$ cat config.mk
export PLATFORM = sky130hd
export DESIGN_NAME = cpru_front
export DESIGN_NICKNAME = d
export VERILOG_FILES = /design/src/hdl/cpru_pkg.sv /design/src/hdl/cpru_front.sv
export SDC_FILE = /design/constraint.sdc
export NUM_CORES = 1
export LEC_CHECK = 0
export BUFFER_PORTS_ARGS = -buffer_cell sky130_fd_sc_hd__buf_4
export CORE_AREA = 2 2 79 81
export DETAILED_ROUTE_END_ITERATION = 6
export DIE_AREA = 0 0 81 83
export SLEW_MARGIN = 20
export SYNTH_ARGS = -nofsm -noshare
export SYNTH_HDL_FRONTEND = slang
export SYNTH_SLANG_ARGS = --single-unit
export TNS_END_PERCENT = 50
$ cat constraint.sdc
create_clock -name vclk -period 1.1
set_clock_uncertainty 0.1 [all_clocks]
set_input_delay 0.055 -clock vclk [all_inputs]
set_output_delay 0.055 -clock vclk [all_outputs]
set_load 0.05 [all_outputs]
$ cat src/hdl/cpru_pkg.sv
// ----------------------------------------------------------------------------
// cpru_pkg: shared types and arithmetic helpers for the camera pose updater
// Payload structs, command encoding and saturating fixed-point helpers.
// ----------------------------------------------------------------------------
package cpru_pkg;

    localparam int DATA_W  = 32;
    localparam int Q_DEPTH = 2;

    // action codes of the input item
    localparam logic [3:0] ACT_LOAD_POS   = 4'd0;
    localparam logic [3:0] ACT_LOAD_FWD   = 4'd1;
    localparam logic [3:0] ACT_LOAD_UP    = 4'd2;
    localparam logic [3:0] ACT_FWD        = 4'd3;
    localparam logic [3:0] ACT_BACK       = 4'd4;
    localparam logic [3:0] ACT_TURN_UP    = 4'd5;
    localparam logic [3:0] ACT_TURN_DOWN  = 4'd6;
    localparam logic [3:0] ACT_TURN_LEFT  = 4'd7;
    localparam logic [3:0] ACT_TURN_RIGHT = 4'd8;
    localparam logic [3:0] ACT_TILT_LEFT  = 4'd9;
    localparam logic [3:0] ACT_TILT_RIGHT = 4'd10;

    // configuration register indexes
    localparam logic [2:0] CFG_MOVE_STEP  = 3'd0;
    localparam logic [2:0] CFG_SIN_STEP   = 3'd1;
    localparam logic [2:0] CFG_OMC_STEP   = 3'd2;
    localparam logic [2:0] CFG_PLANE_W    = 3'd3;
    localparam logic [2:0] CFG_FOCAL      = 3'd4;

    // reported vector kinds
    localparam logic [2:0] KIND_POS = 3'd0;
    localparam logic [2:0] KIND_FWD = 3'd1;
    localparam logic [2:0] KIND_UP  = 3'd2;
    localparam logic [2:0] KIND_RGT = 3'd3;
    localparam logic [2:0] KIND_EYE = 3'd4;

    typedef struct packed {
        logic [3:0]         action;
        logic signed [31:0] load_x;
        logic signed [31:0] load_y;
        logic signed [31:0] load_z;
    } in_item_t;

    typedef struct packed {
        logic [2:0]         vector_kind;
        logic signed [31:0] out_x;
        logic signed [31:0] out_y;
        logic signed [31:0] out_z;
        logic               last_of_run;
    } out_item_t;

    typedef enum logic [2:0] {
        OP_LOAD_POS,
        OP_LOAD_FWD,
        OP_LOAD_UP,
        OP_MOVE,
        OP_ROT,
        OP_NOP
    } op_t;

    typedef enum logic [1:0] {
        AX_RIGHT,
        AX_UP,
        AX_FWD
    } axis_t;

    typedef logic [2:0][DATA_W-1:0] vec_t;

    typedef struct packed {
        op_t   op;
        axis_t axis;
        logic  neg;
        vec_t  vec;
    } cmd_t;

    typedef struct packed {
        logic full;
        logic empty;
    } q_stat_t;

    function automatic logic signed [32:0] sext33(input logic [31:0] a);
        return {a[31], a};
    endfunction

    function automatic logic [31:0] mag(input logic [31:0] a);
        return a[31] ? (~a + 32'd1) : a;
    endfunction

    function automatic logic [31:0] sat66(input logic signed [65:0] v);
        logic [31:0] r;
        if (v > 66'sd2147483647)
            r = 32'h7fffffff;
        else if (v < -66'sd2147483648)
            r = 32'h80000000;
        else
            r = v[31:0];
        return r;
    endfunction

    function automatic logic [31:0] sat33(input logic [32:0] s);
        logic [31:0] r;
        if (s[32] != s[31])
            r = s[32] ? 32'h80000000 : 32'h7fffffff;
        else
            r = s[31:0];
        return r;
    endfunction

    function automatic logic [31:0] fadd(input logic [31:0] a, input logic [31:0] b);
        return sat33({a[31], a} + {b[31], b});
    endfunction

    function automatic logic [31:0] fsub(input logic [31:0] a, input logic [31:0] b);
        return sat33({a[31], a} - {b[31], b});
    endfunction

endpackage

$ cat src/hdl/cpru_front.sv
// ----------------------------------------------------------------------------
// cpru_front: command intake
// Accepts input items and classifies the action into a queued command.
// ----------------------------------------------------------------------------
module cpru_front (
    input  logic                in_valid,
    input  cpru_pkg::in_item_t  in_data,
    output logic                in_stall,
    input  cpru_pkg::q_stat_t   q_stat,
    output logic                push,
    output cpru_pkg::cmd_t      push_cmd
);

    assign in_stall = q_stat.full;
    assign push     = in_valid && !q_stat.full;

    always_comb
    begin
        push_cmd.vec  = {in_data.load_z, in_data.load_y, in_data.load_x};
        push_cmd.op   = cpru_pkg::OP_NOP;
        push_cmd.axis = cpru_pkg::AX_RIGHT;
        push_cmd.neg  = 1'b0;
        unique case (in_data.action)
            cpru_pkg::ACT_LOAD_POS: push_cmd.op = cpru_pkg::OP_LOAD_POS;
            cpru_pkg::ACT_LOAD_FWD: push_cmd.op = cpru_pkg::OP_LOAD_FWD;
            cpru_pkg::ACT_LOAD_UP:  push_cmd.op = cpru_pkg::OP_LOAD_UP;
            cpru_pkg::ACT_FWD:      push_cmd.op = cpru_pkg::OP_MOVE;
            cpru_pkg::ACT_BACK:
            begin
                push_cmd.op  = cpru_pkg::OP_MOVE;
                push_cmd.neg = 1'b1;
            end
            cpru_pkg::ACT_TURN_UP:
            begin
                push_cmd.op = cpru_pkg::OP_ROT;
            end
            cpru_pkg::ACT_TURN_DOWN:
            begin
                push_cmd.op  = cpru_pkg::OP_ROT;
                push_cmd.neg = 1'b1;
            end
            cpru_pkg::ACT_TURN_LEFT:
            begin
                push_cmd.op   = cpru_pkg::OP_ROT;
                push_cmd.axis = cpru_pkg::AX_UP;
            end
            cpru_pkg::ACT_TURN_RIGHT:
            begin
                push_cmd.op   = cpru_pkg::OP_ROT;
                push_cmd.axis = cpru_pkg::AX_UP;
                push_cmd.neg  = 1'b1;
            end
            cpru_pkg::ACT_TILT_LEFT:
            begin
                push_cmd.op   = cpru_pkg::OP_ROT;
                push_cmd.axis = cpru_pkg::AX_FWD;
                push_cmd.neg  = 1'b1;
            end
            cpru_pkg::ACT_TILT_RIGHT:
            begin
                push_cmd.op   = cpru_pkg::OP_ROT;
                push_cmd.axis = cpru_pkg::AX_FWD;
            end
            default: push_cmd.op = cpru_pkg::OP_NOP;
        endcase
    end

endmodule

==> results_dict.tcl <==
set metrics [dict create \
    power_density_nw_per_um2 484 \
    relSlewSlack_pct 90.7 \
    grt_pass1_wl_mm 1.74 \
    first_pass_iters 2 \
    power_uw 154 \
    wl_met3_um 345 \
    synth.yosys.seq_area_share_pct 0 \
    wl_mm 1.29 \
    drv_slew 0 \
    hp-class "input port to output pin" \
    die_area_um2 6720 \
    core_um2 5820 \
    rsz0062_at_grt "false" \
    mostFrequentLayoutCells "buf_4 (13), nand2b_1 (3)" \
    drv_cap 0 \
    syn-cell-area_um2 838 \
    setup_viol 0 \
    placedInstanceArea_um2 315 \
    placedCellCount 105 \
    vias_per_cell 2.78 \
    place_ws_ns 0.0413 \
    grt_pass1_vias 302 \
    worst_hold_slack_ns 0.0100 \
    synth_area_leader_cell "buf_4" \
    status "completed" \
    fin_area_um2 319 \
    hpwl_mm 1.04 \
    wire_per_inst_um 12.3 \
    fin_nets 135 \
    fin_cells 105 \
    worst_pin_slew_ns 0.139 \
    port_buffers 14 \
    overflow 0 \
    drcViolationCount 0 \
    grtUsageTotal_pct 3.25 \
    antenna_found_initial 0 \
    finalCriticalPeriod_ns 1.05 \
    std_cell_rows 28 \
    seqCellArea_um2 0 \
    path_max_fanout 8 \
    synth_warnings 0 \
    fmax_mhz 948 \
    worst_ep_arrival_time_ns 0.90 \
    design.seq.count 0 \
    start_kind "input port" \
    drtAntennaViolNets 0 \
    final_common_cell "buf_4" \
    drt_iter0_markers 2 \
    area_growth_pct -61.9 \
    cp.required_ns 0.94 \
    final.setup.worst_slack_ns 0.0450 \
    synth.top_cell.area_share_pct 86.9 \
    place_congestion 0.582 \
    start_util_pct 14.4 \
    postCtsSetupBuffers 0 \
    clock_buffer_count 0 \
    routedLengthMet1_um 173 \
    grt_max_degree 9 \
    highest_layer "met4" \
    wl_met2_um 439 \
    finalHoldViolCount 0 \
    die_w_um 81 \
    synth_nets 216 \
    ir_drop_mv 0.0943 \
    ios 207 \
    via_count 292 \
    drive_above_1_share_pct 53.3 \
    crit_path_end_kind "output pin" \
    syn_avg_cell_area_um2 7.42 \
    die-height_um 83 \
    p_leak_uw 0.000109 \
    diodes 0 \
    path_class "input port to output pin" \
    postCtsHoldBufs 0 \
    ys_top_cells_by_area "buf_4 (87%), nand2b_1 (2.2%), o22ai_1 (1.5%), a32o_1 (1.2%), a21oi_2 (1.0%)" \
    synth_cell_types 14 \
    synth_cells 113 \
    post-route-period-util_pct 95.9 \
]
synthesized netlist by cell type (all sizes together):
cell type,number
nor2,1
nor2b,1
o22ai,2
buf,97
o21bai,1
or2b,1
nand2,1
a21oi,1
xnor2,1
a32o,1
a21o,1
nand2b,3
or2,1
or3b,1
critical path, cell delays in order:
cell,delay [ns]
buf_4,0.14
or3b_1,0.39
a21oi_2,0.15
buf_6,0.17
kinds of logic after synthesis:
kind of cell	count (synthesis)	share of synthesized area [%]
and+or+nand+nor	9	6.57
buffers and inverters	97	86.9
AOI/OAI and AO/OA	6	5.52
xor gates and xnor gates	1	1.04
final cells by class:
class	count	area (µm²)
timing repair buffer	14	109
tap	75	93.8
multi-input combinational	16	116
fill	707	5500
worst paths after layout:
path	from	depth (start not counted)	slack, ns	endpoint
worst min-delay path	in_data[35]	0	0.01	push_cmd[35]
worst max-delay path	in_data[97]	4	0.05	push_cmd[100]
per-stage QoR:
stage	setup TNS, ns	util (%)
6_report	0	5.49
5_1_grt	0	5.49
4_1_cts	0	5.42
3_5_place_dp	0	5.42
3_3_place_gp	0	5.42
2_1_floorplan	-0.0694	-
where the power goes:
group	switching, µW	internal [µW]
clock	0	0
combinational	97.6	56.8
sequential	0	0
total	97.6	56.8
timing repair:
action | CTS | global route
endpoints found under the hold margin | 0 | 0
gates resized for setup | 0 | 1
endpoints found under the setup margin | 0 | 1
layer usage:
metal  vias up  GRT usage [%]
li1         87              -
met1       104           1.31
met2        47           3.61
met3        54           2.72
met4         0           8.47
met5         -              0
(Power assumes the default switching activity.)
