[src/hdl/cpru_pkg.sv]
// ----------------------------------------------------------------------------
// cpru_pkg: shared types and arithmetic helpers for the camera pose updater
// Payload structs, command encoding and saturating fixed-point helpers.
// ----------------------------------------------------------------------------
package cpru_pkg;

    localparam int DATA_W  = 32;
    localparam int Q_DEPTH = 2;

    // action codes of the input item
    localparam logic [3:0] ACT_LOAD_POS   = 4'd0;
    localparam logic [3:0] ACT_LOAD_FWD   = 4'd1;
    localparam logic [3:0] ACT_LOAD_UP    = 4'd2;
    localparam logic [3:0] ACT_FWD        = 4'd3;
    localparam logic [3:0] ACT_BACK       = 4'd4;
    localparam logic [3:0] ACT_TURN_UP    = 4'd5;
    localparam logic [3:0] ACT_TURN_DOWN  = 4'd6;
    localparam logic [3:0] ACT_TURN_LEFT  = 4'd7;
    localparam logic [3:0] ACT_TURN_RIGHT = 4'd8;
    localparam logic [3:0] ACT_TILT_LEFT  = 4'd9;
    localparam logic [3:0] ACT_TILT_RIGHT = 4'd10;

    // configuration register indexes
    localparam logic [2:0] CFG_MOVE_STEP  = 3'd0;
    localparam logic [2:0] CFG_SIN_STEP   = 3'd1;
    localparam logic [2:0] CFG_OMC_STEP   = 3'd2;
    localparam logic [2:0] CFG_PLANE_W    = 3'd3;
    localparam logic [2:0] CFG_FOCAL      = 3'd4;

    // reported vector kinds
    localparam logic [2:0] KIND_POS = 3'd0;
    localparam logic [2:0] KIND_FWD = 3'd1;
    localparam logic [2:0] KIND_UP  = 3'd2;
    localparam logic [2:0] KIND_RGT = 3'd3;
    localparam logic [2:0] KIND_EYE = 3'd4;

    typedef struct packed {
        logic [3:0]         action;
        logic signed [31:0] load_x;
        logic signed [31:0] load_y;
        logic signed [31:0] load_z;
    } in_item_t;

    typedef struct packed {
        logic [2:0]         vector_kind;
        logic signed [31:0] out_x;
        logic signed [31:0] out_y;
        logic signed [31:0] out_z;
        logic               last_of_run;
    } out_item_t;

    typedef enum logic [2:0] {
        OP_LOAD_POS,
        OP_LOAD_FWD,
        OP_LOAD_UP,
        OP_MOVE,
        OP_ROT,
        OP_NOP
    } op_t;

    typedef enum logic [1:0] {
        AX_RIGHT,
        AX_UP,
        AX_FWD
    } axis_t;

    typedef logic [2:0][DATA_W-1:0] vec_t;

    typedef struct packed {
        op_t   op;
        axis_t axis;
        logic  neg;
        vec_t  vec;
    } cmd_t;

    typedef struct packed {
        logic full;
        logic empty;
    } q_stat_t;

    function automatic logic signed [32:0] sext33(input logic [31:0] a);
        return {a[31], a};
    endfunction

    function automatic logic [31:0] mag(input logic [31:0] a);
        return a[31] ? (~a + 32'd1) : a;
    endfunction

    function automatic logic [31:0] sat66(input logic signed [65:0] v);
        logic [31:0] r;
        if (v > 66'sd2147483647)
            r = 32'h7fffffff;
        else if (v < -66'sd2147483648)
            r = 32'h80000000;
        else
            r = v[31:0];
        return r;
    endfunction

    function automatic logic [31:0] sat33(input logic [32:0] s);
        logic [31:0] r;
        if (s[32] != s[31])
            r = s[32] ? 32'h80000000 : 32'h7fffffff;
        else
            r = s[31:0];
        return r;
    endfunction

    function automatic logic [31:0] fadd(input logic [31:0] a, input logic [31:0] b);
        return sat33({a[31], a} + {b[31], b});
    endfunction

    function automatic logic [31:0] fsub(input logic [31:0] a, input logic [31:0] b);
        return sat33({a[31], a} - {b[31], b});
    endfunction

endpackage

[src/hdl/cpru_queue.sv]
// ----------------------------------------------------------------------------
// cpru_queue: command queue
// Small first-in first-out buffer between intake and execution.
// ----------------------------------------------------------------------------
module cpru_queue (
    input  logic              clk,
    input  logic              rst_n,
    input  logic              push,
    input  cpru_pkg::cmd_t    push_cmd,
    input  logic              pop,
    output cpru_pkg::cmd_t    head,
    output cpru_pkg::q_stat_t q_stat
);

    localparam int PTR_W = $clog2(cpru_pkg::Q_DEPTH);
    localparam int CNT_W = $clog2(cpru_pkg::Q_DEPTH + 1);

    cpru_pkg::cmd_t   mem_reg [cpru_pkg::Q_DEPTH];
    logic [PTR_W-1:0] wr_ptr_reg;
    logic [PTR_W-1:0] rd_ptr_reg;
    logic [CNT_W-1:0] count_reg;

    assign q_stat.full  = (count_reg == CNT_W'(cpru_pkg::Q_DEPTH));
    assign q_stat.empty = (count_reg == '0);
    assign head         = mem_reg[rd_ptr_reg];

    always_ff @(posedge clk)
    begin
        if (push)
            mem_reg[wr_ptr_reg] <= push_cmd;
    end

    always_ff @(posedge clk or negedge rst_n)
    begin
        if (!rst_n)
        begin
            wr_ptr_reg <= '0;
            rd_ptr_reg <= '0;
            count_reg  <= '0;
        end
        else
        begin
            if (push)
                wr_ptr_reg <= (wr_ptr_reg == PTR_W'(cpru_pkg::Q_DEPTH - 1)) ? '0
                                                                           : wr_ptr_reg + 1'b1;
            if (pop)
                rd_ptr_reg <= (rd_ptr_reg == PTR_W'(cpru_pkg::Q_DEPTH - 1)) ? '0
                                                                           : rd_ptr_reg + 1'b1;
            if (push && !pop)
                count_reg <= count_reg + 1'b1;
            else if (pop && !push)
                count_reg <= count_reg - 1'b1;
        end
    end

endmodule

[config.mk]
export PLATFORM = sky130hd
export DESIGN_NAME = cpru_queue
export DESIGN_NICKNAME = d
export VERILOG_FILES = /design/src/hdl/cpru_pkg.sv /design/src/hdl/cpru_queue.sv
export SDC_FILE = /design/constraint.sdc
export NUM_CORES = 1
export LEC_CHECK = 0
export CORE_MARGIN = 5
export CORE_UTILIZATION = 37
export DETAILED_ROUTE_END_ITERATION = 7
export DONT_BUFFER_PORTS = 1
export PLACE_DENSITY_LB_ADDON = 0.05
export SYNTH_ARGS = -nofsm -noshare
export SYNTH_HDL_FRONTEND = slang
export SYNTH_SLANG_ARGS = --single-unit
[constraint.sdc]
create_clock -name clk -period 7.67 [get_ports clk]
set_input_delay 1.534 -clock clk [delete_from_list [all_inputs] [get_ports clk]]
set_output_delay 1.534 -clock clk [all_outputs]
set_load 0.005 [all_outputs]
==> results of run 1 <==
## synth_stat cells
cell	n	area share
sky130_fd_sc_hd__nor2b_1	2	0.0017
sky130_fd_sc_hd__buf_6	7	0.010
sky130_fd_sc_hd__mux2_2	102	0.15
sky130_fd_sc_hd__buf_4	1	0.00099
sky130_fd_sc_hd__buf_2	3	0.0020
sky130_fd_sc_hd__ha_1	1	0.0017
sky130_fd_sc_hd__and2_1	1	0.00083
sky130_fd_sc_hd__xnor2_1	1	0.0012
sky130_fd_sc_hd__nor2_1	2	0.00099
sky130_fd_sc_hd__edfxtp_1	204	0.81
sky130_fd_sc_hd__xor2_1	4	0.0046
sky130_fd_sc_hd__dfrtp_1	4	0.013
sky130_fd_sc_hd__inv_1	1	0.00050
## layer usage
metal | wire length [um] | up-vias | part of all wire | track usage
met5 | 0 | - | 0 | 0
met4 | 294 | 0 | 0.021 | 0.0365
met3 | 2220 | 27 | 0.16 | 0.0848
met2 | 6620 | 148 | 0.47 | 0.181
met1 | 4880 | 1512 | 0.35 | 0.122
li1 | - | 1363 | - | -
## report_power, final
group	total, W	switching [W]	internal [W]
clock	0.000984	0.000403	0.000581
combinational	0.000602	0.000332	0.000270
sequential	0.00161	0.000100	0.00151
total	0.00320	0.000835	0.00236
## critical path, cell delays in order (launching register included)
cell and delay (ns):
sky130_fd_sc_hd__dfrtp_4 0.90, sky130_fd_sc_hd__buf_4 0.69, sky130_fd_sc_hd__mux2_2 0.45
## logic make-up (layout without fill, tap and decap cells)
group	Yosys count	after routing	synth area share
xor+xnor	5	5	0.00579
fa+ha+maj	1	1	0.00165
buf+inv	12	43	0.0139
flops	208	208	0.823
mux	102	102	0.152
simple gates	5	5	0.00348
## worst paths after layout
path                                       end         start  cells after the start  slack, ns
worst max-delay path                  head[82]    rd_ptr_reg                      2       3.57
worst min-delay path              count_reg[1]  count_reg[1]                      1       0.49
worst max register to register  mem_reg[1][42]    wr_ptr_reg                      2       5.46
worst min register to register    count_reg[1]  count_reg[1]                      1       0.49
max in group asynchronous           rd_ptr_reg         rst_n                      0       6.86
min in group asynchronous           wr_ptr_reg         rst_n                      0       0.73
## final cells by class
class                      instances  area [um^2]
multi-input combinational        113         1240
sequential                       208         6230
timing repair buffer               4         30.0
tap                              270          338
clock buffer                      30          602
fill                            1780        11700
clock inverter                     8         65.1
inverter                           1         3.75
## stage by stage
step	power (W)	cells	setup WS, ns	hold slack [ns]
3_3_place_gp	0.00227	596	4.03	0.475
3_5_place_dp	0.00227	596	3.99	0.476
5_1_grt	0.00337	634	3.39	0.522
2_1_floorplan	0.00215	333	1.12	0.455
4_1_cts	0.00327	634	3.45	0.492
6_report	0.00320	634	3.57	0.487
==> results.txt, run 1 <==
- Result of the run: completed
- CTS tree: done
- Setup violations remaining at the end of the flow were counted as 0.
- Maximum count of clock buffers along a single path: 3
- Of all nets on the critical path, the largest fanout is 53.
- Clock-pin slew was measured on the worst setup and hold paths at 0.06 ns.
- Number of nets still failing antenna checks after routing: 0
* Setup TNS: 0 ns
- Across the VDD grid, the largest voltage drop is 0.199 mV.
- Leaving out fill and tap cells, the most frequent cell in the layout is sky130_fd_sc_hd__edfxtp_1.
- Fin Clk Skew: 0.00695 ns
- Dpl cell area: 7840 um^2
* Global-route congestion overflow total: 0
* RD Place Congestion: 0.689
- The first detailed-routing pass ran for 3 iterations.
- After clock tree synthesis, the repair step resized 0 gates.
* Total of buffers placed on input and output ports: 0
- Worst Hold Class: register to register
- Synthesized net count: 440
- Max-cap violations in this run came to 0.
- The number of global-route vias before repair was 3230.
- The initial antenna violation count came to 0.
* HPWL after detailed placement: 8880 um
- In the layout the commonest cells are sky130_fd_sc_hd__edfxtp_1, sky130_fd_sc_hd__mux2_2, sky130_fd_sc_hd__clkbuf_16.
- Worst slew margin relative to its limit: 0.471
* Cell count after synthesis: 333
- Hold Vio Cnt, Final: 0
* RSZ-0062 raised after global routing: no
- Entering global routing, the biggest net connects 58 pins.
* Inserted Diodes: 0
- The worst setup path is launched from a register.
* Final wirelength: 14000 um
* Clk Tree Root Cell: sky130_fd_sc_hd__clkbuf_16
- In this run the power density over the cells is 376 nW/um^2.
- Summing every instance area after synthesis gives 7560 um^2.
- Area delta synth->final: 12.5%
* Mean number of vias per cell: 4.81
- Based on the critical path, the design can be clocked at up to 244 MHz.
- For this run, design rule violations remaining after detail routing come to 0.
- Leak: 2.75 nW
* Number of clock sinks: 208
- The final route contains 3050 vias.
- Die Y: 153 um
* Number of warnings issued by yosys: 0
- Type of the worst setup path: register to output port
- At the end of the flow the core is filled with cells to 0.422.
* Worst EP required: 6.14 ns
- A synthesized cell averages 22.7 um^2.
- CTS H-tree lvls: 1
* Synth unique cells: 13
- The total area inside the core boundary comes to 20200 um^2.
- The floorplan step defined a die boundary enclosing 23400 um^2.
- FP Rows: 52
- Post-CTS Repair Setup Buffers: 0
* Post-Layout Inst Area: 8510 um^2
* Final routed wire length divided by cell count: 22.1 um
* Initial DRC Count: 164
- DIE WIDTH: 153 um
- The net count of the finished layout is 458.
- CTS hold repair buffers: 0
- Clock buffers created by TritonCTS: 23
- Counting flops and latches in the post-synthesis netlist gives 208.
* Wire length of the first global-routing pass: 20900 um
- In the global route stage, overall resource usage came out at 0.115.
- The register with the most flip-flops in the layout has 204 of them.
- Of the synthesized area, sequential elements account for 0.823.
- During I/O placement, the number of pins put on the boundary was 210.
- Critical path capture point type: output port
* Ratio of final minimum period to clock period: 0.535
- Of the cells placed in the final design, the portion with a size suffix greater than 1 is 0.374.
* Count of final max-slew check failures: 0
- For the worst-skew pair, the clock arrives at the later sink with an insertion delay of 0.49 ns.
* Transition time at the pin with the least slew margin: 0.793 ns
- The clock period could shrink to 4.10 ns.
- Data arrival time of the critical path: 2.57 ns
- For this configuration, the core starts out at a cell density of 0.375.
(Power assumes the default switching activity.)
==> inputs of run 2 (changes only) <==
Settings changed: ABC_AREA from default to 1.
Clock period 7.67 ns to 4 ns, I/O delays scaled along.
==> run 2 against run 1 <==
Net effect:
- power up 91%
- via count up 1.3%
- count of clock-buffer cells in the layout down 1
- combinational power grew 99%
- clock skew fell by 0.0023 ns
- sequential cell count unchanged
- global-route usage is 0.10 points higher
- hold slack got worse by 0.099 ns
- largest cell class unchanged
==> results.txt, run 2 <==
- Setup TNS: 0 ns (unchanged)
- Critical path capture point type: output port (unchanged)
- Aggregate global-route resource usage: 0.116 (was 0.115)
* Transition time at the pin with the least slew margin: 0.915 ns (was 0.793 ns)
* Initial DRC Count: 116 (was 164)
* Mean number of vias per cell: 4.78 (was 4.81)
- Final setup viols: 0 (unchanged)
- Critical Path, Cell by Cell: buf_12 > mux2_2 (was buf_4 > mux2_2)
- The core area is 20200 um^2 (about the same).
* Highest clock rate: 324 MHz
- Min cycle time layout: 3.08 ns
- The worst slack at placement was 1.40 ns (was 3.99 ns).
- Top flip-flop cell by instance count after synthesis: sky130_fd_sc_hd__edfxtp_1 (unchanged)
- The setup slack after layout was 0.915 ns (was 3.57 ns).
- The number of buffers created by CTS came to 23 (unchanged).
* Number of warnings issued by yosys: 0 (unchanged)
* Total of buffers placed on input and output ports: 0 (unchanged)
- Fraction of synthesis flops using an asynchronous set or reset pin: 0.0192 (unchanged)
* Sequential-to-total area share from yosys stat: 0.821 (was 0.823)
* Number of nets still failing antenna checks after routing: 0 (unchanged)
* Standard cell with the maximum stage delay on the critical path: sky130_fd_sc_hd__dfrtp_4 (unchanged)
- Worst path bufs/invs: 1 (unchanged)
- The post-layout net count came to 469 (was 458).
- The max-cap violation count is 0 (unchanged).
- Top cell types by occurrence after synthesis: sky130_fd_sc_hd__edfxtp_1, sky130_fd_sc_hd__mux2_2, sky130_fd_sc_hd__buf_6, sky130_fd_sc_hd__inv_1, sky130_fd_sc_hd__nand2_1 (was sky130_fd_sc_hd__edfxtp_1, sky130_fd_sc_hd__mux2_2, sky130_fd_sc_hd__buf_6)
* Met3 WL: 1920 um (was 2220 um)
- Ratio of final minimum period to clock period: 0.771
- The post-route cell area came to 8560 um^2 (was 8510 um^2).
- Maximum count of clock buffers along a single path: 3 (unchanged)
- Area fraction of the dominant cell type after synthesis: 0.808 (was 0.810)
- Most common cell in the netlist: sky130_fd_sc_hd__edfxtp_1 (unchanged)
- Worst slew margin relative to its limit: 0.389 (was 0.471)
- Hold Vio Cnt, Final: 0 (unchanged)
- The post-synth design cell area came to 7580 um^2 (was 7560 um^2).
* Effective utilization at floorplan: 0.375 (about the same)
- Maximum number of pins on one net before global-route repair: 54 (was 58)
- Final core utilization: 0.423 (was 0.422)
* Final routed wire length divided by cell count: 22.0 um (was 22.1 um)
* Cell taking the most area after synthesis: sky130_fd_sc_hd__edfxtp_1 (unchanged)
- The insertion delay of the later-clocked pin in the worst-skew pair came to 0.48 ns (was 0.49 ns).
- The maximum level of the CTS H-tree came to 1 (unchanged).
- Die ar.: 23500 um^2 (was 23400 um^2)
* Vias in the first global route: 3332 (was 3230)
- Largest cells by area after synthesis: sky130_fd_sc_hd__edfxtp_1, sky130_fd_sc_hd__mux2_2, sky130_fd_sc_hd__dfrtp_1 (unchanged).
- The leakage power came to 2.79 nW (was 2.75 nW).
* Clk Tree Root Cell: sky130_fd_sc_hd__clkbuf_16 (unchanged)
* Worst-path clk slew: 0.06 ns (about the same)
* Worst Hold Class: primary input to register (was register to register)
- Final wirelength: 14200 um (was 14000 um)
* HPWL after detailed placement: 9230 um (was 8880 um)
- The overall overflow remaining after global route came to 0 (unchanged).
- Sequential cell area in the final layout: 6230 um^2 (unchanged)
- Largest stage delay on the critical path: 0.89 ns (was 0.90 ns)
- Type of the worst setup path: register to output port (unchanged)
- The maximum vdd drop was 0.354 mV (was 0.199 mV).
- The arrival time at the worst endpoint came to 2.28 ns (was 2.57 ns).
- Quantity of gates resized following cts: 0 (unchanged)
- The flop and latch count out of synthesis came to 208 (unchanged).
- The cell count after synthesis was 342 (was 333).
* Commonest non-fill, non-tap cell in the layout: sky130_fd_sc_hd__edfxtp_1 (unchanged)
- Commonest cells after routing, fill and taps aside: sky130_fd_sc_hd__edfxtp_1, sky130_fd_sc_hd__mux2_2, sky130_fd_sc_hd__clkbuf_16 (unchanged).
- Worst EP required: 3.20 ns (was 6.14 ns)
- Crit path max fanout: 52 (was 53)
* Count of final max-slew check failures: 0 (unchanged)
* Area delta synth->final: 12.9% (was 12.5%)
- CTS hold repair buffers: 1 (was 0)
* Sum of met2 wire segment lengths after detailed routing: 6930 um (was 6620 um)
* Synthesized area per cell: 22.2 um^2 (was 22.7 um^2)
- The synthesized netlist net count is 449 (was 440).
* Met1 wire length: 5040 um (was 4880 um)
* Number of enable flip-flop cells after synthesis: 204 (unchanged)
- The power per standard cell area is 712 nW/um^2 (was 376 nW/um^2).
* DIE WIDTH: 153 um (about the same)
* Number of clock sinks: 208 (unchanged)
- Fin Clk Skew: 0.00460 ns (was 0.00695 ns)
- The number of remaining DRC errors is 0 (unchanged).
- RD Place Congestion: 0.694 (was 0.689)
* RSZ-0062 raised after global routing: no (unchanged)
- Synth unique cells: 14 (was 13)
* Inserted Diodes: 0 (unchanged)
- Number of fillers in the final layout: 1771 (was 1780)
- Fraction of final layout cells with drive strength greater than 1: 0.364 (was 0.374)
- Post-CTS Repair Setup Buffers: 0 (unchanged)
- Flip-flop count of the largest register, all copies and words added: 204 (unchanged)
- Footprint of the multi-input gates: 1240 um^2 (about the same)
* Dpl cell area: 7910 um^2 (was 7840 um^2)
- The dominant delay contributor by cell family on the critical path is flip-flops (unchanged).
- The CTS tree was done (unchanged).
* Result of the run: completed (unchanged)
* Wire length of the first global-routing pass: 20800 um (was 20900 um)
* Highest routed layer: met4 (unchanged)
* Vias after detailed routing: 3090 (was 3050)
* Die Y: 153 um (about the same)
* FP Rows: 52 (unchanged)
* First-pass iteration count of the detailed router: 4 (was 3)
- Type of origin of the critical path: register (unchanged)
* Final Power: 0.00609 W (was 0.00320 W)
* Antenna violations before repair: 0 (unchanged)
- Num ports: 210 (unchanged)
==> run 2: cell types whose count changed in the layout (fill, tap and decap cells not counted), sizes merged, moves of 2 or more <==
cell and delta:
nand2 +5, inv +6, clkinv +4, xor2 -2
nor2b -2
==> run 2: cells by family after synthesis <==
family | Yosys count | share of synthesized area
fa+ha+maj | 1 | 0.00165
simple gates | 10 | 0.00545
flops | 208 | 0.821
mux | 102 | 0.151
buf+inv | 18 | 0.0168
xor+xnor | 3 | 0.00347
==> run 2: final timing paths <==
path	from	to	slack, ns	depth (start not counted)
worst max-delay path	rd_ptr_reg	head[70]	0.92	2
worst min-delay path	pop	rd_ptr_reg	0.39	1
worst max register to register	wr_ptr_reg	mem_reg[0][87]	2.09	2
worst min register to register	count_reg[1]	count_reg[1]	0.50	2
max in group asynchronous	rst_n	rd_ptr_reg	3.20	1
min in group asynchronous	rst_n	rd_ptr_reg	0.60	1
==> run 2: metal layers <==
metal  vias to the layer above  track usage
met5                         -            0
met4                         0       0.0361
met3                        27       0.0721
met2                       143        0.192
met1                      1536        0.124
li1                       1384            -
==> run 2: area by class of cell <==
cell class              count  area share
repair buffers              6     0.00994
inverters                   7     0.00336
multi-input cells         116       0.144
clock buffers              29      0.0699
flip-flops and latches    208       0.728
clock inverters            10     0.00526
well taps                 270      0.0395
==> run 2: power by group <==
group | switching [W] | internal (W) | total, W
registers | 0.000200 | 0.00289 | 0.00309
logic | 0.000652 | 0.000546 | 0.00120
clock network | 0.000755 | 0.00105 | 0.00180
total | 0.00161 | 0.00449 | 0.00609
==> run 2: worst register-to-register path: cells and delay by family, from the launching register on <==
family                 cells  cell delay [ns]
AND/OR/NAND/NOR            1             0.73
buffers and inverters      1             0.37
flip-flops                 1             0.43
==> run 2: per-stage QoR <==
step	std cells	hold WS, ns
global route	646	0.367
finish	646	0.388
global placement	606	0.499
floorplan	342	0.463
detailed placement	606	0.495
CTS	646	0.361
